## config.mk

```make
export PLATFORM = sky130hd
export DESIGN_NAME = power_mode_arbiter_with_charge_derate
export DESIGN_NICKNAME = d
export VERILOG_FILES = /design/src/pmad_pkg.sv /design/src/pmad_eval.sv /design/src/power_mode_arbiter_with_charge_derate.sv
export SDC_FILE = /design/constraint.sdc
export NUM_CORES = 1
export LEC_CHECK = 0
export ABC_CLOCK_PERIOD_IN_PS = 14840
export BUFFER_PORTS_ARGS = -buffer_cell sky130_fd_sc_hd__buf_2
export CAP_MARGIN = 10
export CELL_PAD_IN_SITES_DETAIL_PLACEMENT = 1
export CELL_PAD_IN_SITES_GLOBAL_PLACEMENT = 1
export CORE_MARGIN = 4
export CORE_UTILIZATION = 51
export DETAILED_ROUTE_END_ITERATION = 6
export GPL_ROUTABILITY_DRIVEN = 1
export GPL_TIMING_DRIVEN = 0
export PLACE_DENSITY_LB_ADDON = 0.15
export SLEW_MARGIN = 25
export SYNTH_ARGS = -nofsm -noshare
export SYNTH_HDL_FRONTEND = slang
export SYNTH_SLANG_ARGS = --single-unit
```

## constraint.sdc

```tcl
create_clock -name clk -period 14.84 [get_ports clk]
set_clock_uncertainty 0.2 [all_clocks]
set_input_delay 1.484 -clock clk [delete_from_list [all_inputs] [get_ports clk]]
set_output_delay 1.484 -clock clk [all_outputs]
set_load 0.005 [all_outputs]
```

## src/pmad_pkg.sv

```systemverilog
// types and constants shared by the power mode arbiter
// no dependencies
`timescale 1ns / 1ps
`default_nettype none

package pmad_pkg;

    typedef enum logic [2:0] {
        DEC_IDLE    = 3'd0,
        DEC_THERMAL = 3'd1,
        DEC_SUPPLY  = 3'd2,
        DEC_AUDIO   = 3'd3,
        DEC_MOTION  = 3'd4
    } decision_t;

    typedef enum logic [2:0] {
        RSN_NONE    = 3'd0,
        RSN_THERMAL = 3'd1,
        RSN_SUPPLY  = 3'd2,
        RSN_AUDIO   = 3'd3,
        RSN_MOTION  = 3'd4,
        RSN_HOLD    = 3'd5
    } reason_t;

    localparam int CFG_INDEX_WIDTH = 2;
    localparam int CFG_DATA_WIDTH  = 32;
    localparam int COUNT_WIDTH     = 32;
    localparam int CURRENT_WIDTH   = 16;

    localparam logic [CFG_INDEX_WIDTH-1:0] CFG_BASE_INPUT = 2'd0;
    localparam logic [CFG_INDEX_WIDTH-1:0] CFG_MAX_CHARGE = 2'd1;
    localparam logic [CFG_INDEX_WIDTH-1:0] CFG_DER_CHARGE = 2'd2;
    localparam logic [CFG_INDEX_WIDTH-1:0] CFG_HOLD_MS    = 2'd3;

    typedef struct packed {
        logic                      base_input;
        logic [CURRENT_WIDTH-1:0]  max_ma;
        logic [CURRENT_WIDTH-1:0]  der_ma;
        logic [CFG_DATA_WIDTH-1:0] hold_ms;
    } cfg_t;

    typedef struct packed {
        logic motion;
        logic audio;
        logic thermal;
        logic supply;
    } req_flags_t;

    typedef struct packed {
        decision_t                prev_decision;
        reason_t                  prev_reason;
        logic                     prev_hold;
        logic                     prev_motion;
        logic [CURRENT_WIDTH-1:0] prev_charge_ma;
        logic                     hold_flag;
        logic [COUNT_WIDTH-1:0]   transitions;
        logic [COUNT_WIDTH-1:0]   grant_entries;
        logic [COUNT_WIDTH-1:0]   derate_entries;
        logic [COUNT_WIDTH-1:0]   block_entries;
    } state_t;

    typedef struct packed {
        decision_t                decision;
        logic                     motion_allowed;
        logic                     wifi_sleep_allowed;
        logic [CURRENT_WIDTH-1:0] charge_current_ma;
        reason_t                  derate_reason;
        logic                     hold_active;
        logic [31:0]              hold_remaining_ms;
        logic [COUNT_WIDTH-1:0]   transition_count;
        logic [COUNT_WIDTH-1:0]   motion_grant_count;
        logic [COUNT_WIDTH-1:0]   derate_entry_count;
        logic [COUNT_WIDTH-1:0]   motion_block_count;
        logic [31:0]              last_transition_ms;
    } result_t;

endpackage

`default_nettype wire

```

## src/pmad_eval.sv

```systemverilog
// single-pass decision, derate and hold evaluation for one item
// depends on pmad_pkg
`timescale 1ns / 1ps
`default_nettype none

module pmad_eval #(
    parameter int TIME_WIDTH = 32
) (
    input  pmad_pkg::cfg_t        cfg,
    input  pmad_pkg::req_flags_t  flags,
    input  logic [TIME_WIDTH-1:0] now_ms,
    input  pmad_pkg::state_t      state,
    input  logic [TIME_WIDTH-1:0] last_load_ms,
    input  logic [TIME_WIDTH-1:0] change_time_ms,
    output pmad_pkg::state_t      state_next,
    output logic [TIME_WIDTH-1:0] last_load_next,
    output logic [TIME_WIDTH-1:0] change_time_next,
    output pmad_pkg::result_t     result
);
    import pmad_pkg::*;

    logic                     load;
    logic [TIME_WIDTH-1:0]    hold_len;
    logic [TIME_WIDTH-1:0]    elapsed;
    logic                     hold_now;
    logic [TIME_WIDTH-1:0]    remaining;
    logic                     derated;
    logic [CURRENT_WIDTH-1:0] charge;
    reason_t                  reason;
    decision_t                dec;
    logic                     allowed;
    logic                     changed;
    logic                     was_blocked;
    logic                     is_blocked;

    always_comb
    begin
        load     = flags.motion | flags.audio;
        hold_len = TIME_WIDTH'(cfg.hold_ms);
        elapsed  = now_ms - last_load_ms;

        if (load)
        begin
            hold_now = (hold_len != '0);
        end
        else if (state.hold_flag && (elapsed >= hold_len))
        begin
            hold_now = 1'b0;
        end
        else
        begin
            hold_now = state.hold_flag;
        end

        // a fresh load restarts the hold, so all of it remains
        if (!hold_now)
        begin
            remaining = '0;
        end
        else if (load)
        begin
            remaining = hold_len;
        end
        else
        begin
            remaining = hold_len - elapsed;
        end

        // derated limit is min(der, max); only derate when it is below max and nonzero
        derated = cfg.base_input
                  && (flags.thermal || flags.supply || load || hold_now)
                  && (cfg.der_ma != '0) && (cfg.der_ma < cfg.max_ma);
        charge  = derated ? cfg.der_ma : cfg.max_ma;

        if (!derated)
        begin
            reason = RSN_NONE;
        end
        else if (flags.thermal)
        begin
            reason = RSN_THERMAL;
        end
        else if (flags.supply)
        begin
            reason = RSN_SUPPLY;
        end
        else if (flags.audio)
        begin
            reason = RSN_AUDIO;
        end
        else if (flags.motion)
        begin
            reason = RSN_MOTION;
        end
        else
        begin
            reason = RSN_HOLD;
        end

        if (flags.thermal)
        begin
            dec = DEC_THERMAL;
        end
        else if (flags.supply)
        begin
            dec = DEC_SUPPLY;
        end
        else if (flags.audio)
        begin
            dec = DEC_AUDIO;
        end
        else if (flags.motion)
        begin
            dec = DEC_MOTION;
        end
        else
        begin
            dec = DEC_IDLE;
        end
        allowed = (dec == DEC_MOTION);

        changed     = (dec != state.prev_decision) || (charge != state.prev_charge_ma)
                      || (reason != state.prev_reason) || (hold_now != state.prev_hold);
        was_blocked = state.prev_motion && (state.prev_decision != DEC_MOTION);
        is_blocked  = flags.motion && !allowed;

        state_next                = state;
        state_next.prev_decision  = dec;
        state_next.prev_reason    = reason;
        state_next.prev_hold      = hold_now;
        state_next.prev_motion    = flags.motion;
        state_next.prev_charge_ma = charge;
        state_next.hold_flag      = hold_now;
        if (changed)
        begin
            state_next.transitions = state.transitions + COUNT_WIDTH'(1);
        end
        if ((state.prev_decision != DEC_MOTION) && allowed)
        begin
            state_next.grant_entries = state.grant_entries + COUNT_WIDTH'(1);
        end
        if ((state.prev_reason == RSN_NONE) && derated)
        begin
            state_next.derate_entries = state.derate_entries + COUNT_WIDTH'(1);
        end
        if (!was_blocked && is_blocked)
        begin
            state_next.block_entries = state.block_entries + COUNT_WIDTH'(1);
        end

        last_load_next   = load ? now_ms : last_load_ms;
        change_time_next = changed ? now_ms : change_time_ms;

        result.decision           = dec;
        result.motion_allowed     = allowed;
        result.wifi_sleep_allowed = (dec == DEC_IDLE);
        result.charge_current_ma  = charge;
        result.derate_reason      = reason;
        result.hold_active        = hold_now;
        result.hold_remaining_ms  = 32'(remaining);
        result.transition_count   = state_next.transitions;
        result.motion_grant_count = state_next.grant_entries;
        result.derate_entry_count = state_next.derate_entries;
        result.motion_block_count = state_next.block_entries;
        result.last_transition_ms = 32'(change_time_next);
    end

endmodule

`default_nettype wire

```

## src/power_mode_arbiter_with_charge_derate.sv

```systemverilog
// top level of the power mode arbiter with charge derating
// holds the input, state, config and result registers; depends on pmad_pkg, pmad_eval
//
//   channel  direction  handshake              payload
//   in       sink       in_valid / in_stall    now_ms, four request flags
//   out      source     out_valid / out_stall  decision, derate, hold, counters
//   cfg      sink       cfg_wr_en              cfg_index, cfg_wr_data
//
// an accepted item passes through the input register, then one evaluation pass
// into the result register; one item per cycle is sustained while out_stall is low.
// reset clears all state and config as start-up at time zero.
// in_stall rises only while an item waits in the input register and the result
// register is full and stalled.
`timescale 1ns / 1ps
`default_nettype none

module power_mode_arbiter_with_charge_derate #(
    parameter int TIME_WIDTH = 32
) (
    input  logic                                    clk,
    input  logic                                    rst_n,
    input  logic                                    cfg_wr_en,
    input  logic [pmad_pkg::CFG_INDEX_WIDTH-1:0]    cfg_index,
    input  logic [pmad_pkg::CFG_DATA_WIDTH-1:0]     cfg_wr_data,
    input  logic                                    in_valid,
    output logic                                    in_stall,
    input  logic [TIME_WIDTH-1:0]                   now_ms,
    input  logic                                    motion_requested,
    input  logic                                    audio_busy,
    input  logic                                    thermal_blocked,
    input  logic                                    supply_blocked,
    output logic                                    out_valid,
    input  logic                                    out_stall,
    output logic [2:0]                              decision,
    output logic                                    motion_allowed,
    output logic                                    wifi_sleep_allowed,
    output logic [pmad_pkg::CURRENT_WIDTH-1:0]      charge_current_ma,
    output logic [2:0]                              derate_reason,
    output logic                                    hold_active,
    output logic [31:0]                             hold_remaining_ms,
    output logic [pmad_pkg::COUNT_WIDTH-1:0]        transition_count,
    output logic [pmad_pkg::COUNT_WIDTH-1:0]        motion_grant_count,
    output logic [pmad_pkg::COUNT_WIDTH-1:0]        derate_entry_count,
    output logic [pmad_pkg::COUNT_WIDTH-1:0]        motion_block_count,
    output logic [31:0]                             last_transition_ms
);
    import pmad_pkg::*;

    cfg_t                  cfg_reg;
    logic                  in_valid_reg;
    logic [TIME_WIDTH-1:0] in_now_reg;
    req_flags_t            in_flags_reg;
    state_t                state_reg;
    state_t                state_next;
    logic [TIME_WIDTH-1:0] last_load_reg;
    logic [TIME_WIDTH-1:0] last_load_next;
    logic [TIME_WIDTH-1:0] change_time_reg;
    logic [TIME_WIDTH-1:0] change_time_next;
    logic                  out_valid_reg;
    result_t               out_reg;
    result_t               result_next;
    logic                  out_ready;
    logic                  advance;
    logic                  in_accept;

    assign out_ready = !out_valid_reg || !out_stall;
    assign advance   = in_valid_reg && out_ready;
    assign in_stall  = in_valid_reg && !out_ready;
    assign in_accept = in_valid && !in_stall;

    always_ff @(posedge clk or negedge rst_n)
    begin
        if (!rst_n)
        begin
            cfg_reg <= '0;
        end
        else if (cfg_wr_en)
        begin
            case (cfg_index)
                CFG_BASE_INPUT: cfg_reg.base_input <= cfg_wr_data[0];
                CFG_MAX_CHARGE: cfg_reg.max_ma     <= cfg_wr_data[CURRENT_WIDTH-1:0];
                CFG_DER_CHARGE: cfg_reg.der_ma     <= cfg_wr_data[CURRENT_WIDTH-1:0];
                CFG_HOLD_MS:    cfg_reg.hold_ms    <= cfg_wr_data;
                default:        cfg_reg            <= cfg_reg;
            endcase
        end
    end

    // input register
    always_ff @(posedge clk or negedge rst_n)
    begin
        if (!rst_n)
        begin
            in_valid_reg <= 1'b0;
        end
        else if (in_accept)
        begin
            in_valid_reg <= 1'b1;
        end
        else if (advance)
        begin
            in_valid_reg <= 1'b0;
        end
    end

    always_ff @(posedge clk)
    begin
        if (in_accept)
        begin
            in_now_reg           <= now_ms;
            in_flags_reg.motion  <= motion_requested;
            in_flags_reg.audio   <= audio_busy;
            in_flags_reg.thermal <= thermal_blocked;
            in_flags_reg.supply  <= supply_blocked;
        end
    end

    pmad_eval #(
        .TIME_WIDTH (TIME_WIDTH)
    ) u_eval (
        .cfg              (cfg_reg),
        .flags            (in_flags_reg),
        .now_ms           (in_now_reg),
        .state            (state_reg),
        .last_load_ms     (last_load_reg),
        .change_time_ms   (change_time_reg),
        .state_next       (state_next),
        .last_load_next   (last_load_next),
        .change_time_next (change_time_next),
        .result           (result_next)
    );

    always_ff @(posedge clk or negedge rst_n)
    begin
        if (!rst_n)
        begin
            state_reg       <= '0;
            last_load_reg   <= '0;
            change_time_reg <= '0;
        end
        else if (advance)
        begin
            state_reg       <= state_next;
            last_load_reg   <= last_load_next;
            change_time_reg <= change_time_next;
        end
    end

    // result register
    always_ff @(posedge clk or negedge rst_n)
    begin
        if (!rst_n)
        begin
            out_valid_reg <= 1'b0;
        end
        else if (out_ready)
        begin
            out_valid_reg <= in_valid_reg;
        end
    end

    always_ff @(posedge clk)
    begin
        if (advance)
        begin
            out_reg <= result_next;
        end
    end

    assign out_valid          = out_valid_reg;
    assign decision           = out_reg.decision;
    assign motion_allowed     = out_reg.motion_allowed;
    assign wifi_sleep_allowed = out_reg.wifi_sleep_allowed;
    assign charge_current_ma  = out_reg.charge_current_ma;
    assign derate_reason      = out_reg.derate_reason;
    assign hold_active        = out_reg.hold_active;
    assign hold_remaining_ms  = out_reg.hold_remaining_ms;
    assign transition_count   = out_reg.transition_count;
    assign motion_grant_count = out_reg.motion_grant_count;
    assign derate_entry_count = out_reg.derate_entry_count;
    assign motion_block_count = out_reg.motion_block_count;
    assign last_transition_ms = out_reg.last_transition_ms;

`ifndef SYNTHESIS
    a_stall_only_when_full: assert property (@(posedge clk) disable iff (!rst_n)
        in_stall |-> (out_valid_reg && out_stall && in_valid_reg))
        else $error("input stalled while the result register can take an item");

    a_result_from_input: assert property (@(posedge clk) disable iff (!rst_n)
        (!out_valid_reg || !out_stall) && !in_valid_reg |=> !out_valid_reg)
        else $error("result shown with no item in the input register");

    a_no_hold_no_remaining: assert property (@(posedge clk) disable iff (!rst_n)
        out_valid_reg && !out_reg.hold_active |-> (out_reg.hold_remaining_ms == '0))
        else $error("hold time left reported while hold is inactive");

    a_grant_matches_decision: assert property (@(posedge clk) disable iff (!rst_n)
        out_valid_reg |-> (out_reg.motion_allowed == (out_reg.decision == DEC_MOTION))
                          && !(out_reg.motion_allowed && out_reg.wifi_sleep_allowed))
        else $error("motion grant inconsistent with decision");
`endif

endmodule

`default_nettype wire

```

# Word level (Yosys, flattened, before mapping)
# Index checks and enable logic that the tools add are counted.
dict set report word_totals {
  regBits 536
  in_bits 75
  elab_cells 108
}
dict set report op_classes {
  add_sub_neg 6
  order_cmp 2
  n_eq_ne 9
  n_mux 20
  bitwise 1
  n_reduce_logical 36
}
# cell n
set ops {}
lappend ops {{32-bit two-way mux} 6}
lappend ops {{32-bit by 1-bit adder with 32-bit output, second input constant} 4}
lappend ops {{32-bit subtractor} 2}
lappend ops {{32-bit greater-or-equal comparator} 1}
lappend ops {{32-bit nonzero test} 1}
lappend ops {{3-bit two-way mux} 8}
lappend ops {{16-bit less-than comparator} 1}
lappend ops {{16-bit two-way mux} 1}
lappend ops {{16-bit inequality test} 1}
lappend ops {{16-bit nonzero test} 1}
lappend ops {{1-bit logical AND} 12}
lappend ops {{2-bit AND reduction} 5}
lappend ops {{1-bit logical OR} 7}
lappend ops {{1-bit logical NOT} 6}
lappend ops {{3-bit logical NOT} 2}
lappend ops {{3-bit inequality test} 2}
lappend ops {{1-bit two-way mux} 5}
lappend ops {{2-bit == test, second input constant} 2}
lappend ops {{3-bit == test, second input constant} 1}
lappend ops {{3-bit inequality test, second input constant} 1}
lappend ops {{2-bit by 1-bit == test with 1-bit output, second input constant} 1}
lappend ops {{2-bit logical NOT} 1}
lappend ops {{2-bit nonzero test} 1}
lappend ops {{1-bit inequality test} 1}
lappend ops {{1-bit bitwise OR} 1}

# Longest topological paths before layout
# Gate-level depths: netlist of run 1.
dict set report depth {
  word_depth 15
  mapped_depth 29
}

# By module
# From an unflattened synthesis of run 1, not the netlist that was laid out.
dict set report unflattened {
  cells_unflattened 2335
  hier_area_um2 28144.5
}
# mod n_inst cells_per_inst area_each_um2 seq_area_each_um2
set modules_own_cells {}
lappend modules_own_cells {power_mode_arbiter_with_charge_derate 1 858 18291.3 14704.1}
lappend modules_own_cells {pmad_eval 1 1477 9853.2 0.0}

# Worst setup path after synthesis of run 1
# Ideal clock, no wire load.
dict set report synth_timing {
  path_type {in2reg}
  from {in out_stall}
  to {reg out_reg, in the netlist charge_current_ma[0] (enable)}
  setup_ns 0.665
  t_arrival_ns 8.458
  required_ns 13.975
  setup_slack_ns 5.517
  cell_stages 6
  path_cell_list {nand2_1 nand2_1 inv_1 clkbuf_1 buf_1 buf_1}
}
dict set report synth_between {
  elab_chain_cells 3
}
# item line
set synth_rtl {}
lappend synth_rtl {{from (decl)} power_mode_arbiter_with_charge_derate.sv:33} ;# input logic out_stall,
lappend synth_rtl {{1-bit logical NOT} power_mode_arbiter_with_charge_derate.sv:66} ;# assign out_ready = !out_valid_reg || !out_stall;
lappend synth_rtl {{1-bit logical OR} power_mode_arbiter_with_charge_derate.sv:66}
lappend synth_rtl {{1-bit logical AND} power_mode_arbiter_with_charge_derate.sv:67} ;# assign advance = in_valid_reg && out_ready;
lappend synth_rtl {{net advance} power_mode_arbiter_with_charge_derate.sv:63} ;# logic advance;
lappend synth_rtl {{to (signal assigned)} power_mode_arbiter_with_charge_derate.sv:166} ;# out_reg <= result_next;
lappend synth_rtl {{to (decl)} power_mode_arbiter_with_charge_derate.sv:60} ;# result_t out_reg;
# The timed path passes the listed nets, and every way through them passes these cells.
# A chain may end at the register's enable or synchronous reset.

# Final worst setup path of run 1
dict set report layout_timing {
  from {reg in_now_reg[0]}
  to {reg change_time_reg[5]}
}
dict set report layout_between {
  elab_chain_cells 15
  word_cells_on_any_way 18
}
# item line
set layout_rtl {}
lappend layout_rtl {{from (decl)} power_mode_arbiter_with_charge_derate.sv:51} ;# logic [TIME_WIDTH-1:0] in_now_reg;
lappend layout_rtl {{from (signal assigned)} power_mode_arbiter_with_charge_derate.sv:110} ;# in_now_reg <= now_ms;
lappend layout_rtl {{32-bit subtractor (*)} pmad_eval.sv:40} ;# elapsed = now_ms - last_load_ms;
lappend layout_rtl {{32-bit greater-or-equal comparator (*)} pmad_eval.sv:46} ;# else if (state.hold_flag && (elapsed >= hold_len))
lappend layout_rtl {{1-bit logical AND (*)} pmad_eval.sv:46}
lappend layout_rtl {{1-bit two-way mux (*)} pmad_eval.sv:46}
lappend layout_rtl {{1-bit two-way mux (*)} pmad_eval.sv:42} ;# if (load)
lappend layout_rtl {{1-bit logical OR} pmad_eval.sv:71} ;# && (flags.thermal || flags.supply || load || hold_now)
lappend layout_rtl {{1-bit logical AND} pmad_eval.sv:71}
lappend layout_rtl {{1-bit logical AND (2 in a row)} pmad_eval.sv:72} ;# && (cfg.der_ma != '0) && (cfg.der_ma < cfg.max_ma);
lappend layout_rtl {{16-bit two-way mux} pmad_eval.sv:73} ;# charge = derated ? cfg.der_ma : cfg.max_ma;
lappend layout_rtl {{16-bit inequality test} pmad_eval.sv:122} ;# changed = (dec != state.prev_decision) || (charge != state.prev_charge_ma)
lappend layout_rtl {{1-bit logical OR} pmad_eval.sv:122}
lappend layout_rtl {{1-bit logical OR} pmad_eval.sv:123} ;# || (reason != state.prev_reason) || (hold_now != state.prev_hold);
lappend layout_rtl {{1-bit logical OR (*)} pmad_eval.sv:123}
lappend layout_rtl {{32-bit two-way mux (*)} pmad_eval.sv:152} ;# change_time_next = changed ? now_ms : change_time_ms;
lappend layout_rtl {{to (signal assigned)} power_mode_arbiter_with_charge_derate.sv:145} ;# change_time_reg <= change_time_next;
lappend layout_rtl {{to (decl)} power_mode_arbiter_with_charge_derate.sv:57} ;# logic [TIME_WIDTH-1:0] change_time_reg;
# Every way passes the cells marked *; elsewhere a longest branch is shown, timed or not.

==> qor.csv, run 1 <==
stage,metric,value,unit
drt,drtIter0Drc,1210,
worst_setup_path,worst-setup-path-type,reg2reg,
logic_synthesis,synthTopCellsByArea,"edfxtp_1 (29%), dfrtp_1 (27%), xnor2_1 (7.0%), nand2_1 (5.2%), mux2_2 (4.8%)",
global_route,antenna_found_initial,4,
floorplan,die-area,54900,µm²
timing,final_hold_viol_count,0,
drt,vias,18800,
cells_and_area,area_growth,17.2,%
pwr,comb_power_share,27.2,%
cts,cts.root.buffer_cell,clkbuf_16,
cells_and_area,largest_reg_flops,152,
logic_synthesis,synth_top_area_share,29.1,%
cells_and_area,nets,2815,
pwr,swShare,32.3,%
logic_synthesis,yosys_register_bits,536,
global_route,grt_use_total,27.0,%
pwr,max-vdd-ir-drop,0.000100,V
timing,fmax,128,MHz
worst_setup_path,worst_setup_path_start_kind,flop,
floorplan,die_h,234,µm
flow_run,maxCapViolCount,0,
drt,drc,0,
cells_and_area,final_util,60.8,%
min_path,worstHoldStart,change_time_reg[12],
drt,routed_via_density,5.57,
placement,hpwlAfterDp,54400,µm
timing,relSlewSlack,39.8,%
cts,clk_path_buf_depth,3,
global_route,grt_pass1_vias,20300,
timing,slew_viol_final,0,
worst_setup_path,cp.required,15140,ps
drt,wl_per_cell,22.1,µm
worst_setup_path,arrival,8100,ps
worst_setup_path,endpoint_kind,flop,
floorplan,io_pins,294,
logic_synthesis,ys_async_sr_fraction,52.8,%
global_route,grt_remaining_overflow,0,
cts,cts_buffers,56,
worst_setup_path,slowest_stage,nand4_1,
cts,holdBufCountCts,0,
timing,rsz0062_at_grt,no,
cts,cts.sinks,536,
placement,io_buffers,293,
worst_setup_path,critPathLaunch,in_now_reg[0],
timing,final.period_utilization,52.5,%
drt,detail-route-antenna-nets,0,
logic_synthesis,yosysMostFrequentCell,nand2_1,
pwr,p_int,0.00313,W
cts,clkTransAtPathRegs,60,ps
worst_setup_path,cp_max_fo,10,
timing,final-setup-viol-count,0,
outcome,outcome,"finished, final reports clean",
global_route,grt_pass1_wl,116000,µm
logic_synthesis,synth_edf_count,253,
cells_and_area,drive_above_1_share,21.4,%
timing,fin_crit,7790,ps
cts,cts_setup_buffers,0,
logic_synthesis,syn_avg_cell_area,11.4,µm²
logic_synthesis,synthesis.nets,2451,
logic_synthesis,synth_common_cells,"nand2_1 (362), dfrtp_1 (283), edfxtp_1 (253)",
cts,cts_tree,built,
logic_synthesis,syn_area,26100,µm²
min_path,hold_class,reg2reg,
logic_synthesis,synth_warnings,0,
timing,fin_tns_setup,0,ps
logic_synthesis,synth_top_area_cell,edfxtp_1,
logic_synthesis,syn-instance-count,2292,
cts,postCtsResizedCells,0,
logic_synthesis,synth_cell_types,83,
logic_synthesis,dominantRegCellSynth,dfrtp_1,
pwr,p_per_area,151,nW/µm²
pwr,power_leakage,13.5,nW
global_route,grt_max_degree,89,
placement,gp_congestion,0.889,
worst_setup_path,r2r_start,in_now_reg[0],
logic_synthesis,ys_seq_area_share,56.2,%
floorplan,row_count,82,
timing,worstMarginPinSlew,900,ps
floorplan,fp.dieW,234,µm
worst_setup_path,worst_path_most_repeated_cell,nand2_1,
drt,wl,74500,µm
worst_setup_path,slowest_delay,510,ps
cts,insertion_delay,620,ps
floorplan,start_util,51.9,%
drt,dr.pass1.iters,5,
floorplan,core_area,50400,µm²
cts,h-tree-depth,2,
pwr,clock_power_share,31.0,%
pwr,pwr-share-seq,41.8,%
pwr,netSwitchingPower,0.00149,W
[critical path, delay by kind of cell (launching register included)]
family | cells | cell delay [ps]
xor gates and xnor gates | 1 | 310
DFF | 1 | 420
AOI/OAI and AO/OA | 10 | 2730
and+or+nand+nor | 10 | 1780
adders and majority gates | 3 | 810
buffers and inverters | 4 | 1040
muxes | 1 | 370
[per-stage QoR]
stage | area [µm²] | std cells | hold WS, ps | total power [W] | setup WS, ps
2_1_floorplan | 26100 | 2292 | 242 | 0.00277 | 5520
3_3_place_gp | 28400 | 3257 | 254 | 0.00314 | 1320
3_5_place_dp | 28800 | 3270 | 267 | 0.00319 | 7080
4_1_cts | 30600 | 3374 | 283 | 0.00464 | 7020
5_1_grt | 30600 | 3376 | 301 | 0.00486 | 6590
6_report | 30600 | 3377 | 278 | 0.00462 | 7050
[cells by family after synthesis]
kind of cell	share of synthesized area, %
adder cells (fa/ha/maj)	4.08
AO/OA/AOI/OAI	6.41
flip-flops	56.2
AND/OR/NAND/NOR	14.6
buffers and inverters	2.61
XOR/XNOR	10.8
multiplexers	5.36
[cell usage in the layout (no fill, tap or decap), types with 17 or more instances in the layout]
cell and instances:
and2_1 18, buf_2 313, ha_1 82, nand2b_1 20, and3_1 49, mux2_2 111
xnor2_1 209, nand2_1 362, a21oi_1 83, clkbuf_16 56, nor4_1 17, nor3_1 24
nand4_1 54, edfxtp_1 253, nor2_1 122, nand3_1 60, clkbuf_1 59, o21ai_0 82
inv_1 80, xor2_1 112, a21o_1 21, dfrtp_1 283
[layer usage]
metal | wire length (µm) | global-route usage (%) | vias to the layer above
li1 | - | - | 8729
met2 | 37200 | 46.4 | 422
met5 | 20 | 0 | -
met4 | 2320 | 8.99 | 4
met3 | 3440 | 4.57 | 140
met1 | 31500 | 35.0 | 9515
[worst paths after layout]
path                                  endpoint  cells past startpoint  slack (ps)
hold reg to reg            change_time_reg[12]                      2         280
setup reg to reg            change_time_reg[5]                     29        7050
min in group asynchronous          cfg_reg[57]                      1         530
setup / recovery            change_time_reg[5]                     29        7050
max in group asynchronous       state_reg[116]                      3       12730
hold / removal             change_time_reg[12]                      2         280
[layout make-up]
| type | instances | area [µm²] |
|---|---|---|
| sequential | 536 | 14700 |
| multi-input combinational | 1592 | 10800 |
| inverter | 81 | 304 |
| clock inverter | 27 | 312 |
| clock buffer | 77 | 1540 |
| buffer | 83 | 380 |
| timing repair buffer | 306 | 1800 |
| tap | 672 | 841 |
| antenna | 3 | 7.51 |
| fill | 5345 | 19700 |
[power by group through the flow]
stage          logic [W]  registers (W)  clock network [W]
3_5_place_dp     0.00124        0.00195                  0
3_3_place_gp     0.00118        0.00196                  0
4_1_cts          0.00126        0.00193            0.00145
5_1_grt          0.00139        0.00195            0.00152
6_report         0.00126        0.00193            0.00143
2_1_floorplan   0.000849        0.00192                  0
No activity file was read; power rests on OpenSTA's default activity.
==> run 2, diff against run 1 <==
Settings changed: ABC_CLOCK_PERIOD_IN_PS 14840 to 7100, CORE_UTILIZATION 51 to 43.
Clock period 14.84 ns to 7.1 ns, I/O delays scaled along.
==> run 2 against run 1 <==
Worst hold slack worse by 220 ps. Routed wire length is 2.1% lower. Combinational power up 110%. Die area grew 18%. Cell area up 0.72%. Core utilization fell by 9.6 points. Global-route usage fell by 4.7 points. Critical path depth fell by 2. Sequential share of layout area shrank 0.34 points. Sequential cell count unchanged. Critical endpoint is now transition_count[11]. Largest power group unchanged. Highest routed layer unchanged.
==> qor.csv, run 2 (synthesis results as in run 1) <==
stage,metric,value,unit
timing,fin_tns_setup,0,ps
global_route,grt_use_total,22.3,%
global_route,antenna_found_initial,5,
timing,final_hold_viol_count,0,
drt,drc,0,
pwr,comb_power_share,27.0,%
timing,fin_crit,6690,ps
pwr,pwr-share-seq,41.5,%
outcome,outcome,"finished, final reports clean",
timing,fmax,149,MHz
floorplan,row_count,90,
cells_and_area,stdcell_count,3494,
pwr,max-vdd-ir-drop,0.000208,V
drt,dr.pass1.iters,4,
timing,slew_viol_final,0,
placement,hpwlAfterDp,53300,µm
pwr,power_leakage,13.6,nW
timing,rsz0062_at_grt,no,
drt,detail-route-antenna-nets,0,
cts,cts_tree,built,
cells_and_area,final_cell_mix,"nand2_1 (362), buf_2 (306), dfrtp_1 (283)",
floorplan,core_area,60200,µm²
cells_and_area,drive_above_1_share,22.1,%
pwr,p_int,0.00655,W
pwr,swShare,32.5,%
worst_setup_path,arrival,6840,ps
worst_setup_path,worst-setup-path-type,reg2reg,
floorplan,io_pins,294,
worst_setup_path,cp_max_fo,10,
timing,relSlewSlack,31.0,%
timing,hold_ws,56.8,ps
worst_setup_path,cp.required,7250,ps
drt,wl,72900,µm
min_path,hold_class,in2reg,
drt,wl_per_cell,20.9,µm
pwr,clock_power_share,31.6,%
cells_and_area,nets,2818,
flow_run,maxCapViolCount,0,
cts,clk_path_buf_depth,3,
global_route,grt_max_degree,102,
cts,insertion_delay,630,ps
cells_and_area,area_growth,18.1,%
min_path,whs_path_depth,1,
cts,cts_buffers,58,
global_route,grt_pass1_vias,19700,
drt,drtIter0Drc,967,
timing,final.period_utilization,94.3,%
placement,io_buffers,293,
cts,cts.sinks,536,
timing,worstMarginPinSlew,1030,ps
timing,final-setup-viol-count,0,
floorplan,start_util,43.4,%
worst_setup_path,worst_setup_path_start_kind,flop,
global_route,grt_pass1_wl,113000,µm
global_route,grt_remaining_overflow,0,
drt,vias,18500,
cts,clkTransAtPathRegs,70,ps
pwr,p_per_area,315,nW/µm²
placement,dp_cells,3372,
placement,gp_congestion,0.919,
pwr,power,0.00972,W
cts,h-tree-depth,2,
pwr,netSwitchingPower,0.00316,W
cells_and_area,final_util,51.2,%
cells_and_area,largest_reg_flops,152,
worst_setup_path,reg2reg_depth,27,
floorplan,fp.dieW,255,µm
floorplan,die_h,255,µm
cts,cts.root.buffer_cell,clkbuf_16,
cells_and_area,final_common_cell,nand2_1,
drt,routed_via_density,5.31,
floorplan,die-area,64800,µm²
worst_setup_path,endpoint_kind,flop,
run 2: changes by cell type in the layout (fill, tap and decap cells not counted), sizes merged:
cell,previous run,this run
buf,344,341
bufinv,6,4
clkinvlp,4,3
clkinv,15,25
inv,83,84
dlygate4sd3,0,1
clkbuf,122,123
run 2: cell type report:
cell class | count | area, µm²
multi-input cells | 1592 | 10800
clock buffers | 75 | 1620
diodes | 3 | 7.51
well taps | 782 | 978
flip-flops and latches | 536 | 14700
plain buffers | 83 | 409
repair buffers | 307 | 1680
inverters | 81 | 304
fillers | 6442 | 29400
clock inverters | 35 | 330
run 2: repair_timing:
item,4_1_cts,5_1_grt
pin swaps,1,3
endpoints found under the hold margin,50,0
buffers inserted,2,6
setup endpoints to repair,167,189
hold buffers,1,0
gates resized for setup,11,13
run 2: through the flow:
| step | setup WS (ps) | cell area (µm²) |
|---|---|---|
| finish | 406 | 30900 |
| global route | 32.2 | 30900 |
| CTS | -5.28 | 30800 |
| detailed placement | -630 | 28700 |
| global placement | -1210 | 28600 |
| floorplan | 1340 | 26100 |
run 2: final timing paths:
| kind | from | slack (ps) | endpoint |
|---|---|---|---|
| worst max-delay path | in_now_reg[8] | 410 | transition_count[11] |
| worst min-delay path | motion_requested | 60 | in_flags_reg[3] |
| worst max register to register | in_now_reg[8] | 410 | transition_count[11] |
| worst min register to register | change_time_reg[13] | 270 | change_time_reg[13] |
| max in group asynchronous | rst_n | 5100 | state_reg[113] |
| min in group asynchronous | rst_n | 380 | state_reg[136] |
run 2: critical path, cell delays in order, from the launching register on:
cell and delay, ps:
edfxtp_1 470, ha_1 400, a21o_1 230, a31oi_1 190, nand2_1 70, o21a_1 230, o21a_1 240, a221oi_2 310
a21oi_2 150, and2_1 190, a31o_2 260, o41ai_2 250, xor2_1 270, ha_1 330, nand4_1 150, nor3_1 70
a221oi_1 280, o21ai_1 180, o21ai_2 240, or2_1 130, clkbuf_4 220, mux2_2 360, nand4_1 90, buf_4 150
buf_6 220, buf_4 230, nand4_1 130, xnor2_1 170
run 2: layer usage:
layer | vias to the layer above | wire length, µm | GRT usage (%) | part of all wire, %
met5 | - | 27 | 0 | 0.037
met1 | 9339 | 32100 | 29.8 | 44
met3 | 104 | 3300 | 3.61 | 4.5
met4 | 4 | 1710 | 5.77 | 2.3
met2 | 364 | 35800 | 38.1 | 49
li1 | 8727 | - | - | -
run 2: power groups by stage:
stage / clock, W / combinational [W] / sequential (W)
floorplan: 0 / 0.00177 / 0.00399
global placement: 0 / 0.00249 / 0.00409
detailed placement: 0 / 0.00257 / 0.00409
CTS: 0.00314 / 0.00261 / 0.00403
global route: 0.00327 / 0.00292 / 0.00407
finish: 0.00307 / 0.00262 / 0.00403
